`src/rtl/cct_pkg.sv`:
```
package cct_pkg;

	// Samples are taken and results given at this width, sign-extended to 32 bits
	localparam int SAMPLE_W = 32;
	localparam int PORT_W   = 32;

	// Q13 rounded products
	localparam int Q_SHIFT  = 13;
	localparam int COEF_W   = 16;
	localparam int PROD_W   = PORT_W + COEF_W;
	localparam logic signed [PROD_W-1:0] Q_HALF = PROD_W'(1) <<< (Q_SHIFT - 1);

	// Forward ICT coefficients
	localparam logic signed [COEF_W-1:0] C_YR = 16'sd2449;
	localparam logic signed [COEF_W-1:0] C_YG = 16'sd4809;
	localparam logic signed [COEF_W-1:0] C_YB = 16'sd934;
	localparam logic signed [COEF_W-1:0] C_UR = 16'sd1382;
	localparam logic signed [COEF_W-1:0] C_UG = 16'sd2714;
	localparam logic signed [COEF_W-1:0] C_UB = 16'sd4096;
	localparam logic signed [COEF_W-1:0] C_VR = 16'sd4096;
	localparam logic signed [COEF_W-1:0] C_VG = 16'sd3430;
	localparam logic signed [COEF_W-1:0] C_VB = 16'sd666;

	// Inverse ICT coefficients (1.402, 0.34413, 0.71414, 1.772 in Q13)
	localparam logic signed [COEF_W-1:0] C_RV = 16'sd11485;
	localparam logic signed [COEF_W-1:0] C_GU = 16'sd2819;
	localparam logic signed [COEF_W-1:0] C_GV = 16'sd5850;
	localparam logic signed [COEF_W-1:0] C_BU = 16'sd14516;

	// Three product slots for each of the three components
	localparam int N_SLOT = 3;

	typedef enum logic [1:0] {
		FUNC_RCT_FWD,
		FUNC_RCT_INV,
		FUNC_ICT_FWD,
		FUNC_ICT_INV
	} func_t;

	// Keep the low SAMPLE_W bits and sign-extend them to the port width
	function automatic logic signed [PORT_W-1:0] to_sample(input logic [PORT_W-1:0] x);
		logic signed [PORT_W-1:0] s;
		s = $signed(x << (PORT_W - SAMPLE_W));
		return s >>> (PORT_W - SAMPLE_W);
	endfunction

endpackage

```
`src/rtl/cct_qmul.sv`:
```
module cct_qmul (
	input  logic signed [cct_pkg::PORT_W-1:0] x,
	input  logic signed [cct_pkg::COEF_W-1:0] coef,
	output logic signed [cct_pkg::PORT_W-1:0] p
);

	logic signed [cct_pkg::PROD_W-1:0] full;
	logic signed [cct_pkg::PROD_W-1:0] rounded;

	// Form the full product, add half an LSB, drop the fraction
	assign full    = cct_pkg::PROD_W'(x) * cct_pkg::PROD_W'(coef);
	assign rounded = full + cct_pkg::Q_HALF;
	assign p       = rounded[cct_pkg::Q_SHIFT+cct_pkg::PORT_W-1:cct_pkg::Q_SHIFT];

endmodule

```
`config.mk`:
```
export PLATFORM = sky130hd
export DESIGN_NAME = cct_qmul
export DESIGN_NICKNAME = d
export VERILOG_FILES = /design/src/rtl/cct_pkg.sv /design/src/rtl/cct_qmul.sv
export SDC_FILE = /design/constraint.sdc
export NUM_CORES = 1
export LEC_CHECK = 0
export ABC_AREA = 1
export BUFFER_PORTS_ARGS = -buffer_cell sky130_fd_sc_hd__clkbuf_2
export CAP_MARGIN = 0
export CORE_ASPECT_RATIO = 1.25
export CORE_MARGIN = 2
export CORE_UTILIZATION = 40
export DETAILED_ROUTE_END_ITERATION = 8
export PLACE_DENSITY = 0.65
export SLEW_MARGIN = 20
export SYNTH_ARGS = -nofsm -noshare
export SYNTH_HDL_FRONTEND = slang
export SYNTH_SLANG_ARGS = --single-unit
```
`constraint.sdc`:
```
create_clock -name vclk -period 10.75
set_input_delay 1.6125 -clock vclk [all_inputs]
set_output_delay 1.6125 -clock vclk [all_outputs]
set_load 0.05 [all_outputs]
```
==> results.md, run 1 <==
* Slew @ Worst Pin at 1.02 ns
* FF+latch count at 0
* Startpoint types: primary input
* Total gr overflow at 0
* Detailed-route via count at ~15000
* Hold_buf cts at 0
* Total I/O pin count at 80
* Die X at between 150 and 200 um
* Initial antenna violation count at 2
* Register area share after synthesis at 0%
* Endpoint type of the worst setup path: output port
* CP required at 9.14 ns
* Post-synthesis average cell area at 7.35 um2
* Rel. slew slack at approximately a third
* HP Class: primary input to output port
* Outcome: completed
* Layout cell share with drive strength beyond 1 at approximately 4.1%
* Fin crit share at about 91%
* Remaining antenna violation count after routing at 0
* Nets at slightly above 3000
* Chip height at 243 um
* DRT iter0 DRCs at 803
* Final hold vios at 0
* Cell family with most CP delay: adder cells
* Routed wire per std cell at roughly 18 um
* Maxcap violations at 0
* Kind of critical path: primary input to output port
* Synth warn at 0
* Post CTS Setup Buffer Count at 0
* Routed vias/inst at 4.97
* Final min period at 9.74 ns
* Final wirelength at 53800 um
* First-pass GRT wire length at ~90000 um
* Largest net degree at the start of global routing at 33
* Critical Path AT at 8.13 ns
* Fmax at 0.103 GHz
* Setup violators final at 0
* CP Max Fanout at 31
* Fin Setup TNS at 0 ns
* Master of the slowest instance on the critical path: fa_1
* Final GP Congestion at 0.918
* WHS Path Cells at 10
* Crit path largest cell delay at between 0.6 and 0.7 ns
* Mapped Cells at 2484
* Synth Cell Area at 18300 um2
* Syn nets at 3101
* # rows at 87
* Hold EP: p[25]
* Max Transition Viols Final at 0
* Total GRT Usage at 23.9%
* Area Overhead vs Synth at 4.16%
* Distinct cells, synth at 26
* Setup repair after global routing missed its margin: false
* Fill cells at 4641
* Total iterations of the first detailed-routing run at 5
* # port buffers at 80
* Core area at approximately 45000 um2
* CP Buf/Inv Count at 8
* DRC Markers at 0
* Starting Density at 40.5%
* Sequential cell area at 0 um2
* Number of global-route vias before repair at 17300
* DP Wirelength at 44300 um
* Clkbuf count at 0
* Die Area at 47400 um2
* Cts repair resizes at 0
* Hold_sp: x[0]
==> logic make-up (layout without fill, tap and decap cells) <==
kind of cell | Yosys count | in the layout | synth area share (%)
simple gates | 869 | 869 | 18.7
fa+ha+maj | 569 | 569 | 58.1
compound gates | 103 | 103 | 3.15
xor+xnor | 26 | 26 | 1.25
other cells | 0 | 2 | 0
buf+inv | 917 | 896 | 18.9
==> routing by layer <==
metal / GRT usage [%] / routed length [um] / share of wire [%]
met5: 0 / 0 / 0
met4: 12.9 / 3450 / 6.4
met2: 47.0 / 29500 / 55
met1: 24.9 / 18400 / 34
met3: 2.08 / 2500 / 4.6
==> through the flow <==
step | std cells | util (%) | setup slack, ns | instance area [um2] | hold slack (ns)
floorplan | 2484 | - | 1.96 | 18300 | 3.91
global placement | 3041 | 42.2 | 1.05 | 19000 | 4.57
detailed placement | 3041 | 42.2 | 0.999 | 19000 | 4.56
CTS | 3041 | 42.2 | 0.987 | 19000 | 4.56
global route | 3043 | 42.2 | 0.566 | 19000 | 4.64
finish | 3043 | 42.2 | 1.01 | 19000 | 4.56
==> worst max-delay path by stage <==
stage | startpoint | to | slack [ns] | cells past startpoint
floorplan | x[20] | p[13] | 1.96 | 21
global placement | coef[1] | p[31] | 1.05 | 25
detailed placement | coef[1] | p[31] | 1.0 | 25
CTS | coef[1] | p[31] | 0.99 | 25
global route | coef[1] | p[31] | 0.57 | 25
finish | coef[1] | p[31] | 1.01 | 25
==> cells in the mapped netlist (all sizes together), types with 2 or more instances <==
| cell | instances | area (um2) |
|---|---|---|
| a21oi | 49 | 245 |
| inv | 813 | 3050 |
| fa | 463 | 9270 |
| xnor2 | 8 | 70.1 |
| nand3 | 37 | 185 |
| or2 | 6 | 37.5 |
| clkbuf | 103 | 387 |
| nand4 | 12 | 75.1 |
| o21bai | 8 | 60.1 |
| o21a | 2 | 15.0 |
| a31oi | 2 | 12.5 |
| a21o | 5 | 37.5 |
| xor2 | 18 | 158 |
| nand3b | 3 | 22.5 |
| nor2 | 120 | 453 |
| nand2 | 681 | 2570 |
| ha | 106 | 1330 |
| nor3 | 9 | 55.1 |
| o21ai | 32 | 168 |
| a21boi | 5 | 37.5 |
==> worst min-delay path, stage by stage <==
cell and delay, ns:
clkbuf_2 0.33, nand2_1 0.15, inv_1 0.04, nand2_1 0.12
o21ai_2 0.09, nand4_1 0.13, nand3_1 0.09, nand2_1 0.06
nand2_1 0.08, clkbuf_2 0.25
==> cell usage in the layout (no fill, tap or decap), types with 8 or more instances in the layout <==
master | Yosys | routed
fa_1 | 463 | 463
o21bai_1 | 8 | 8
a21oi_1 | 49 | 49
nand3_1 | 37 | 37
xor2_1 | 18 | 18
inv_1 | 813 | 813
xnor2_1 | 8 | 8
nor2_1 | 119 | 119
o21ai_0 | 30 | 30
clkbuf_2 | 0 | 80
nand2_1 | 674 | 674
nand4_1 | 12 | 12
ha_1 | 106 | 106
==> cell type report <==
class	instances	area, um2	area share (%)
diodes	2	5.00	0.0263
inverters	813	3050	16.1
multi-input cells	1567	14800	77.9
well taps	578	723	3.80
repair buffers	83	423	2.22
Power of run 1 is not shown: default switching activity piles up to over one toggle a cycle in this logic, so the estimate is an artifact.
==> inputs of run 2 (changes only) <==
--- a/config.mk
+++ b/config.mk
@@ -13,6 +13,7 @@
 export CORE_UTILIZATION = 40
 export DETAILED_ROUTE_END_ITERATION = 8
 export PLACE_DENSITY = 0.65
+export RECOVER_POWER = 25
 export SLEW_MARGIN = 20
 export SYNTH_ARGS = -nofsm -noshare
 export SYNTH_HDL_FRONTEND = slang
==> results.md, run 2 (synthesis results as in run 1) <==
* Outcome: completed
* Master of the slowest instance on the critical path: fa_1
* Total GRT Usage at 23.9%
* Total gr overflow at 0
* Final hold slack at 4.56 ns
* Remaining antenna violation count after routing at 0
* Rel. slew slack at 31.9%
* Setup violators final at 0
* Critical Path AT at 8.13 ns
* Clkbuf count at 0
* Final wirelength at ~54000 um
* Crit path largest cell delay at roughly 0.69 ns
* Initial antenna violation count at 2
* Maxcap violations at 0
* Layout cell share with drive strength beyond 1 at 3.86%
* Commonest cells after routing, fill and taps aside: inv_1, nand2_1, fa_1, nor2_1, ha_1
* Endpoint type of the worst setup path: output port
* Setup repair after global routing missed its margin: false
* Die Area at 47400 um2
* CP Max Fanout at 31
* Total I/O pin count at 80
* HP Class: primary input to output port
* Largest net degree at the start of global routing at 33
* DRT iter0 DRCs at 803
* Final Core Density at 42.2%
* Number of global-route vias before repair at between 15000 and 20000
* Detailed-route via count at 15100
* Kind of critical path: primary input to output port
* Final hold vios at 0
* Final min period at 9.74 ns
* # rows at 87
* Routed wire per std cell at 17.7 um
* Sequential cell area at 0 um2
* Die X at a little under 200 um
* Max Transition Viols Final at 0
* Fmax at approximately 0.10 GHz
* Post CTS Setup Buffer Count at 0
* Fin crit share at 90.6%
* Hold_sp: x[0]
* Fin Setup TNS at 0 ns
* CP required at approximately 9.1 ns
* Hold_buf cts at 0
* FF+latch count at 0
* Nets at 3082
* Total iterations of the first detailed-routing run at 5
* Fill cells at 4636
* Critical path launch point: coef[1]
* Cts repair resizes at 0
* First-pass GRT wire length at about 90000 um
* Starting Density at 40.5%
* Startpoint types: primary input
* Area Overhead vs Synth at 4.12%
* Routed vias/inst at 4.97
* Multi-input logic area at between 10000 and 15000 um2
* DP Wirelength at between 40000 and 50000 um
* Final GP Congestion at 0.918
* # port buffers at 80
* Commonest non-fill, non-tap cell in the layout: inv_1
* Core area at approximately 45000 um2
* Chip height at approximately 240 um
* DRC Markers at 0
* Slew @ Worst Pin at 1.02 ns
==> run 2: changes by cell type in the layout (fill, tap and decap cells not counted) <==
cell      before  now
clkbuf_2      80   74
clkbuf_1       0    6
==> run 2: critical path: cells and delay by family <==
kind | cells | cell delay, ns
adder cells (fa/ha/maj) | 7 | 3.67
buffers and inverters | 8 | 1.50
AND/OR/NAND/NOR | 10 | 1.32
==> run 2: stage by stage <==
stage	std cells	setup WS (ns)	area (um2)
finish	3043	1.01	19000
global route	3043	0.566	19000
CTS	3041	0.987	19000
detailed placement	3041	0.999	19000
global placement	3041	1.05	19000
floorplan	2484	1.96	18300
==> run 2: worst paths after layout <==
path,slack (ns),end,cells past startpoint
worst max-delay path,1.01,p[31],25
worst min-delay path,4.56,p[25],10
==> run 2: metal layers <==
| layer | vias up | GRT usage [%] | share of wire [%] |
|---|---|---|---|
| li1 | 6811 | - | - |
| met1 | 7631 | 24.9 | 34 |
| met2 | 499 | 47.0 | 55 |
| met3 | 188 | 2.08 | 4.6 |
| met4 | 0 | 12.9 | 6.4 |
| met5 | - | 0 | 0 |
==> run 2: area by class of cell <==
class | instances | area share [%]
Multi-Input combinational cell | 1567 | 77.9
Inverter | 813 | 16.1
Tap cell | 578 | 3.81
Timing Repair Buffer | 83 | 2.19
Antenna cell | 2 | 0.0263
Power of run 2 is left out for the same reason.
